## src/rtl/hpq_pkg.sv

```systemverilog
// Shared types and constants for the min-heap priority queue.
// No dependencies.
`timescale 1ns / 1ps
`default_nettype none
package hpq_pkg;

  localparam int DEF_CAPACITY  = 64;
  localparam int DEF_VID_BITS  = 8;
  localparam int DIST_W        = 32;

  typedef enum logic [1:0] {
    ST_OK    = 2'd0,
    ST_FULL  = 2'd1,
    ST_EMPTY = 2'd2
  } status_t;

  localparam logic OP_INSERT  = 1'b0;
  localparam logic OP_EXTRACT = 1'b1;

endpackage
`default_nettype wire

```

## src/rtl/hpq_ram.sv

```systemverilog
// Generic simple dual-port RAM: one write port, one registered read port.
// No dependencies.
`timescale 1ns / 1ps
`default_nettype none
module hpq_ram #(
  parameter int WIDTH = 40,
  parameter int DEPTH = 64
) (
  input  wire logic                     clk,
  input  wire logic                     we,
  input  wire logic [$clog2(DEPTH)-1:0] waddr,
  input  wire logic [WIDTH-1:0]         wdata,
  input  wire logic [$clog2(DEPTH)-1:0] raddr,
  output logic      [WIDTH-1:0]         rdata
);

  logic [WIDTH-1:0] mem [DEPTH];

  always_ff @(posedge clk) begin
    if (we) begin
      mem[waddr] <= wdata;
    end
    rdata <= mem[raddr];
  end

endmodule
`default_nettype wire

```

## src/rtl/hpq_cmp.sv

```systemverilog
// Shared priority compare: a wins over b on smaller signed distance, then smaller id.
// Depends on hpq_pkg.
`timescale 1ns / 1ps
`default_nettype none
module hpq_cmp
  import hpq_pkg::*;
#(
  parameter int VERTEX_ID_BITS = DEF_VID_BITS
) (
  input  wire logic [VERTEX_ID_BITS+DIST_W-1:0] a,
  input  wire logic [VERTEX_ID_BITS+DIST_W-1:0] b,
  output logic                                  a_wins
);

  logic signed [DIST_W-1:0] a_dist, b_dist;
  logic [VERTEX_ID_BITS-1:0] a_vid, b_vid;

  assign a_dist = a[DIST_W-1:0];
  assign b_dist = b[DIST_W-1:0];
  assign a_vid  = a[VERTEX_ID_BITS+DIST_W-1:DIST_W];
  assign b_vid  = b[VERTEX_ID_BITS+DIST_W-1:DIST_W];

  always_comb begin
    if (a_dist != b_dist) begin
      a_wins = (a_dist < b_dist);
    end else begin
      a_wins = (a_vid < b_vid);
    end
  end

endmodule
`default_nettype wire

```

## src/rtl/min_heap_priority_queue.sv

```systemverilog
// Binary min-heap priority queue; one word per command, one result strobe per command.
// Full insert / empty extract: result in the cycle after start. Insert: each level the
// entry rises passes S_INS_CHK and S_INS_CMP, until it reaches the root or stops.
// Extract: S_X_ROOT, S_X_LAST, S_X_LOAD fetch root and last entry; per sift-down level
// S_X_CHK, S_X_LEFT, S_X_RIGHT, S_X_DEC (one heap RAM read per cycle, one shared
// compare); busy high meanwhile. Sync active-low reset empties the heap, RAM kept.
`timescale 1ns / 1ps
`default_nettype none
module min_heap_priority_queue
  import hpq_pkg::*;
#(
  parameter int CAPACITY       = DEF_CAPACITY,
  parameter int VERTEX_ID_BITS = DEF_VID_BITS
) (
  input  wire logic                            clk,
  input  wire logic                            rst_n,
  input  wire logic                            start,
  output logic                                 busy,
  input  wire logic                            in_operation,
  input  wire logic [VERTEX_ID_BITS-1:0]       in_vertex_id,
  input  wire logic signed [DIST_W-1:0]        in_distance,
  output logic                                 out_valid,
  output logic [1:0]                           out_status,
  output logic [VERTEX_ID_BITS-1:0]            out_min_vertex_id,
  output logic signed [DIST_W-1:0]             out_min_distance,
  output logic [$clog2(CAPACITY+1)-1:0]        out_entry_count
);

  localparam int AW = $clog2(CAPACITY);
  localparam int CW = $clog2(CAPACITY+1);
  localparam int LW = AW + 2;
  localparam int EW = VERTEX_ID_BITS + DIST_W;

  typedef enum logic [9:0] {
    S_IDLE    = 10'b0000000001,
    S_INS_CHK = 10'b0000000010,
    S_INS_CMP = 10'b0000000100,
    S_X_ROOT  = 10'b0000001000,
    S_X_LAST  = 10'b0000010000,
    S_X_LOAD  = 10'b0000100000,
    S_X_CHK   = 10'b0001000000,
    S_X_LEFT  = 10'b0010000000,
    S_X_RIGHT = 10'b0100000000,
    S_X_DEC   = 10'b1000000000
  } state_t;

  state_t         state_r, state_nxt;
  logic [CW-1:0]  count_r, count_nxt;
  logic [AW-1:0]  hole_r, hole_nxt;
  logic [EW-1:0]  item_r, item_nxt;
  logic [EW-1:0]  best_r, best_nxt;
  logic [AW-1:0]  best_idx_r, best_idx_nxt;
  logic [EW-1:0]  top_r, top_nxt;

  logic                      out_valid_r;
  logic [1:0]                out_status_r;
  logic [VERTEX_ID_BITS-1:0] out_vid_r;
  logic [DIST_W-1:0]         out_dist_r;
  logic [CW-1:0]             out_count_r;

  logic          ram_we;
  logic [AW-1:0] ram_waddr, ram_raddr;
  logic [EW-1:0] ram_wdata, ram_rdata;

  logic [EW-1:0] cmp_a, cmp_b;
  logic          a_wins;

  logic          fin;
  status_t       fin_status;
  logic [EW-1:0] fin_entry;

  logic [AW-1:0] parent_idx;
  logic [LW-1:0] left_idx, right_idx, count_ext;

  assign parent_idx = (hole_r - AW'(1)) >> 1;
  assign left_idx   = LW'({hole_r, 1'b1});
  assign right_idx  = LW'({hole_r, 1'b0}) + LW'(2);
  assign count_ext  = LW'(count_r);

  hpq_ram #(
    .WIDTH(EW),
    .DEPTH(CAPACITY)
  ) u_ram (
    .clk  (clk),
    .we   (ram_we),
    .waddr(ram_waddr),
    .wdata(ram_wdata),
    .raddr(ram_raddr),
    .rdata(ram_rdata)
  );

  hpq_cmp #(
    .VERTEX_ID_BITS(VERTEX_ID_BITS)
  ) u_cmp (
    .a     (cmp_a),
    .b     (cmp_b),
    .a_wins(a_wins)
  );

  always_comb begin
    state_nxt    = state_r;
    count_nxt    = count_r;
    hole_nxt     = hole_r;
    item_nxt     = item_r;
    best_nxt     = best_r;
    best_idx_nxt = best_idx_r;
    top_nxt      = top_r;
    ram_we       = 1'b0;
    ram_waddr    = hole_r;
    ram_wdata    = item_r;
    ram_raddr    = '0;
    cmp_a        = item_r;
    cmp_b        = ram_rdata;
    fin          = 1'b0;
    fin_status   = ST_OK;
    fin_entry    = '0;

    case (state_r)
      S_IDLE: begin
        if (start) begin
          if (in_operation == OP_INSERT) begin
            if (count_r == CW'(CAPACITY)) begin
              fin        = 1'b1;
              fin_status = ST_FULL;
            end else begin
              item_nxt  = {in_vertex_id, in_distance};
              hole_nxt  = AW'(count_r);
              count_nxt = count_r + CW'(1);
              state_nxt = S_INS_CHK;
            end
          end else begin
            if (count_r == '0) begin
              fin        = 1'b1;
              fin_status = ST_EMPTY;
            end else begin
              state_nxt = S_X_ROOT;
            end
          end
        end
      end

      S_INS_CHK: begin
        if (hole_r == '0) begin
          ram_we    = 1'b1;
          fin       = 1'b1;
          state_nxt = S_IDLE;
        end else begin
          ram_raddr = parent_idx;
          state_nxt = S_INS_CMP;
        end
      end

      S_INS_CMP: begin
        // item vs parent: move the parent down into the hole when the item wins
        ram_we = 1'b1;
        if (a_wins) begin
          ram_wdata = ram_rdata;
          hole_nxt  = parent_idx;
          state_nxt = S_INS_CHK;
        end else begin
          fin       = 1'b1;
          state_nxt = S_IDLE;
        end
      end

      S_X_ROOT: begin
        ram_raddr = '0;
        state_nxt = S_X_LAST;
      end

      S_X_LAST: begin
        top_nxt   = ram_rdata;
        count_nxt = count_r - CW'(1);
        ram_raddr = AW'(count_r - CW'(1));
        if (count_r == CW'(1)) begin
          fin       = 1'b1;
          fin_entry = ram_rdata;
          state_nxt = S_IDLE;
        end else begin
          state_nxt = S_X_LOAD;
        end
      end

      S_X_LOAD: begin
        item_nxt  = ram_rdata;
        hole_nxt  = '0;
        state_nxt = S_X_CHK;
      end

      S_X_CHK: begin
        if (left_idx >= count_ext) begin
          ram_we    = 1'b1;
          fin       = 1'b1;
          fin_entry = top_r;
          state_nxt = S_IDLE;
        end else begin
          ram_raddr = left_idx[AW-1:0];
          state_nxt = S_X_LEFT;
        end
      end

      S_X_LEFT: begin
        best_nxt     = ram_rdata;
        best_idx_nxt = left_idx[AW-1:0];
        if (right_idx < count_ext) begin
          ram_raddr = right_idx[AW-1:0];
          state_nxt = S_X_RIGHT;
        end else begin
          state_nxt = S_X_DEC;
        end
      end

      S_X_RIGHT: begin
        cmp_a = ram_rdata;
        cmp_b = best_r;
        if (a_wins) begin
          best_nxt     = ram_rdata;
          best_idx_nxt = right_idx[AW-1:0];
        end
        state_nxt = S_X_DEC;
      end

      S_X_DEC: begin
        // best child vs sinking item: pull the child up when it wins
        cmp_a  = best_r;
        cmp_b  = item_r;
        ram_we = 1'b1;
        if (a_wins) begin
          ram_wdata = best_r;
          hole_nxt  = best_idx_r;
          state_nxt = S_X_CHK;
        end else begin
          fin       = 1'b1;
          fin_entry = top_r;
          state_nxt = S_IDLE;
        end
      end

      default: begin
        state_nxt = S_IDLE;
      end
    endcase
  end

  always_ff @(posedge clk) begin
    if (!rst_n) begin
      state_r     <= S_IDLE;
      count_r     <= '0;
      out_valid_r <= 1'b0;
    end else begin
      state_r     <= state_nxt;
      count_r     <= count_nxt;
      out_valid_r <= fin;
    end
  end

  always_ff @(posedge clk) begin
    hole_r     <= hole_nxt;
    item_r     <= item_nxt;
    best_r     <= best_nxt;
    best_idx_r <= best_idx_nxt;
    top_r      <= top_nxt;
    if (fin) begin
      out_status_r <= fin_status;
      out_vid_r    <= fin_entry[EW-1:DIST_W];
      out_dist_r   <= fin_entry[DIST_W-1:0];
      out_count_r  <= count_nxt;
    end
  end

  assign busy              = (state_r != S_IDLE);
  assign out_valid         = out_valid_r;
  assign out_status        = out_status_r;
  assign out_min_vertex_id = out_vid_r;
  assign out_min_distance  = out_dist_r;
  assign out_entry_count   = out_count_r;

endmodule
`default_nettype wire

```

## config.mk

```make
export PLATFORM = sky130hd
export DESIGN_NAME = min_heap_priority_queue
export DESIGN_NICKNAME = d
export VERILOG_FILES = /design/src/rtl/hpq_pkg.sv /design/src/rtl/hpq_ram.sv /design/src/rtl/hpq_cmp.sv /design/src/rtl/min_heap_priority_queue.sv
export SDC_FILE = /design/constraint.sdc
export NUM_CORES = 2
export LEC_CHECK = 0
export ABC_AREA = 1
export BUFFER_PORTS_ARGS = -buffer_cell sky130_fd_sc_hd__buf_2
export CORE_MARGIN = 10
export CORE_UTILIZATION = 40
export CTS_CLUSTER_SIZE = 25
export DETAILED_ROUTE_END_ITERATION = 16
export PLACE_DENSITY_LB_ADDON = 0.05
export SLEW_MARGIN = 20
export SYNTH_ARGS = -nofsm -noshare
export SYNTH_HDL_FRONTEND = slang
export SYNTH_HIERARCHICAL = 1
export SYNTH_SLANG_ARGS = --single-unit
export TNS_END_PERCENT = 30
```

## constraint.sdc

```tcl
create_clock -name clk -period 6.79 [get_ports clk]
set_input_delay 1.6975 -clock clk [delete_from_list [all_inputs] [get_ports clk]]
set_output_delay 1.6975 -clock clk [all_outputs]
set_load 0.03 [all_outputs]
```

==> out/results.ini <==
[yosys]
synth_edf_count = 2741
yosysMostFrequentCell = nand2_1
synth_compound_area_frac = 0.01669
synth_cell_type_count = 43
synth_flop_cell = edfxtp_1
ys_ff_latch = 2799
synthAdderAreaFrac = 0.006303
yosys-top-cells-count = 3192 x nand2_1, 2741 x edfxtp_1, 2436 x nand3_1
synthSimpleGateAreaFrac = 0.2181
syn_area_per_cell_um2 = 11.78
ys_warn_count = 6
synth.area.top_cells = edfxtp_1 71%, nand3_1 11%, nand2_1 10%
synth_top_area_share = 0.7149
synth_area_mm2 = 0.1151
ys_seq_area_frac = 0.7250
synth_top_family_by_area = simple AND/OR/NAND/NOR gates
synthesis.nets = 9872
muxShareOfSynthArea = 0
synthCells = 9770
async_flop_share = 0
synthXorXnorAreaFrac = 0.0008368
synth.largest_area_cell = edfxtp_1

[clock_tree]
cts_resized = 0
numClockSinks = 2799
clk_latency_ps = 940
post-cts-setup-buffers = 0
clockBufferDepth = 4
path_clk_slew_ps = 60
cts-root-buf = clkbuf_16
ctsHoldBuffers = 0
cts_made_buffers = 313
htreeDepth = 5
cts_tree = done

[setup_path]
rrSetupSlack_ps = 730
cp.arrival_ps = 6720
cp_max_fo = 72
startpoint_type = register
cp-end-kind = register
required_ps = 7450
crit_type = register to register

[grt]
global_route.usage.met3 = 0.03474
grt_use_total = 0.2572
use_met2 = 0.3961
grt_pass1_vias = 74967
overflow = 0
met1_usage = 0.3810
grt_max_degree = 152
grt_most_used_layer = met2
antenna_found_initial = 22
grt_pass1_wl_um = 581000

[sta]
slew_headroom = 0.2153
rsz0062_at_grt = false
max_freq_mhz = 165.1
tns_ps = 0
setup_viol = 0
slew_viol_final = 0
min_period_over_period = 0.8921
tightest_slew_ps = 1177
fin_skew_ps = 55.89
min_period_ps = 6057
hold_viol = 0

[floorplan]
design.core.area_mm2 = 0.2859
io-pin-count = 95
die_x_um = 556.5
start_util = 0.4026
rows = 196
dieHeight_um = 556.5
dieArea_mm2 = 0.3097

[placed_design]
port_buffers = 94
hpwl_um = 221100
placedCellCount = 13310
gp_congestion = 0.8454

[drt]
drc = 0
drtIter0Drc = 9198
wl_per_cell_um = 29.64
dr.pass1.iters = 7
wl_um = 411600
vias = 79577
ant_nets = 0
vias_per_cell = 5.730

[final_layout]
nets = 9965
area_growth_pct = 14.10
stdcell_count = 13888
layout-drive-gt1-share = 0.09728

[pwr]
swShare = 0.2341
ir_drop_mv = 0.1953
power_uw = 38080
share_clk_of_total_power = 0.434
power.switching_uw = 8914
p_leak_uw = 0.04664
powerDensity_mw_per_mm2 = 289.9
seq_power_share = 0.509
p_comb_frac = 0.057
internal_power_uw = 29170

[min_path]
hold_class = register to register

[job]
cap_viol_max_count = 0

[status]
status = complete, no violations

[cells by family after synthesis]
logic type	after synthesis
AO/OA/AOI/OAI	264
XOR/XNOR	11
adder cells (fa/ha/maj)	58
buffers and inverters	831
flip-flops	2799
AND/OR/NAND/NOR	5807
[power groups by stage]
stage,Clock (uW),Combinational (uW),Sequential (uW)
final,16500,2170,19400
after global routing,17500,2360,19400
after floorplan,0,1160,19700
after global placement,0,2150,19700
after detailed placement,0,2160,19700
after CTS,16800,2170,19400
[stage by stage]
step / utilization / instance area (um^2) / setup WS [ps] / hold slack (ps)
3_5_place_dp: 0.4250 / 121500 / 737.9 / 450.2
2_1_floorplan: - / 115100 / 359.3 / 425.6
3_3_place_gp: 0.4248 / 121500 / 777.6 / 447.4
5_1_grt: 0.4593 / 131300 / 378.9 / 487.7
6_report: 0.4594 / 131400 / 732.7 / 467.7
4_1_cts: 0.4593 / 131300 / 741.3 / 470.6
[layout by cell type, fill, tap and decap left out, types with 20 or more instances in the layout]
master,netlist,final
a21oi_1,27,27
buf_12,0,84
buf_2,399,94
buf_4,18,223
clkbuf_1,129,69
clkbuf_16,0,319
clkinv_1,2,73
clkinv_2,0,51
dfxtp_1,58,58
edfxtp_1,2741,2741
ha_1,58,58
inv_1,188,186
nand2_1,3192,3190
nand3_1,2436,2435
nand4_1,20,20
nor2_1,103,47
nor2_4,6,62
o211ai_4,0,30
o21ai_0,82,81
o221ai_1,81,80
[metal layers]
| layer | share of wire | vias up |
|---|---|---|
| met5 | 0 | - |
| met4 | 0.030 | 0 |
| met3 | 0.075 | 583 |
| met2 | 0.45 | 3359 |
| met1 | 0.45 | 40718 |
| li1 | - | 34917 |
[path summary, 6_finish.rpt]
kind         cells after the start              startpoint                      end
max                             19     hole_r[0]$_DFFE_PP_  u_ram/rdata[13]$_DFF_P_
min                              0  u_ram/rdata[3]$_DFF_P_      best_r[3]$_DFFE_PP_
max reg2reg                     19     hole_r[0]$_DFFE_PP_  u_ram/rdata[13]$_DFF_P_
min reg2reg                      0  u_ram/rdata[3]$_DFF_P_      best_r[3]$_DFFE_PP_
[cell type report]
cell class | count | area [um^2]
timing repair buffer | 403 | 3881
multi-input combinational | 6140 | 28650
antenna | 11 | 27.53
tap | 3762 | 4707
fill | 26029 | 154600
clock buffer | 395 | 8338
inverter | 206 | 809.5
sequential | 2799 | 83470
clock inverter | 172 | 1475
[sequential cells by signal, indices dropped and copies added (netlist names)]
register / flops
count_r: 7
top_r: 40
u_ram/mem: 2560
out_valid: 1
out_status: 2
best_idx_r: 6
item_r: 40
out_min_distance: 32
u_ram/rdata: 40
state_r: 10
best_r: 40
out_min_vertex_id: 8
out_entry_count: 7
hole_r: 6
[critical path, cell delays in order (launching register included)]
cell,delay [ps]
edfxtp_1,720
inv_1,280
ha_1,460
ha_1,310
nand2_1,50
o21ai_0,170
nand3_1,90
nand2_1,140
nor2_1,110
nand2_1,90
nand3b_1,520
inv_8,780
buf_4,620
nand3_1,150
nand3_1,140
nand3_1,80
nand3_1,120
nand2_1,190
nand2_1,250
nand2_1,360
Note: power is estimated with default switching activity, not from simulation.
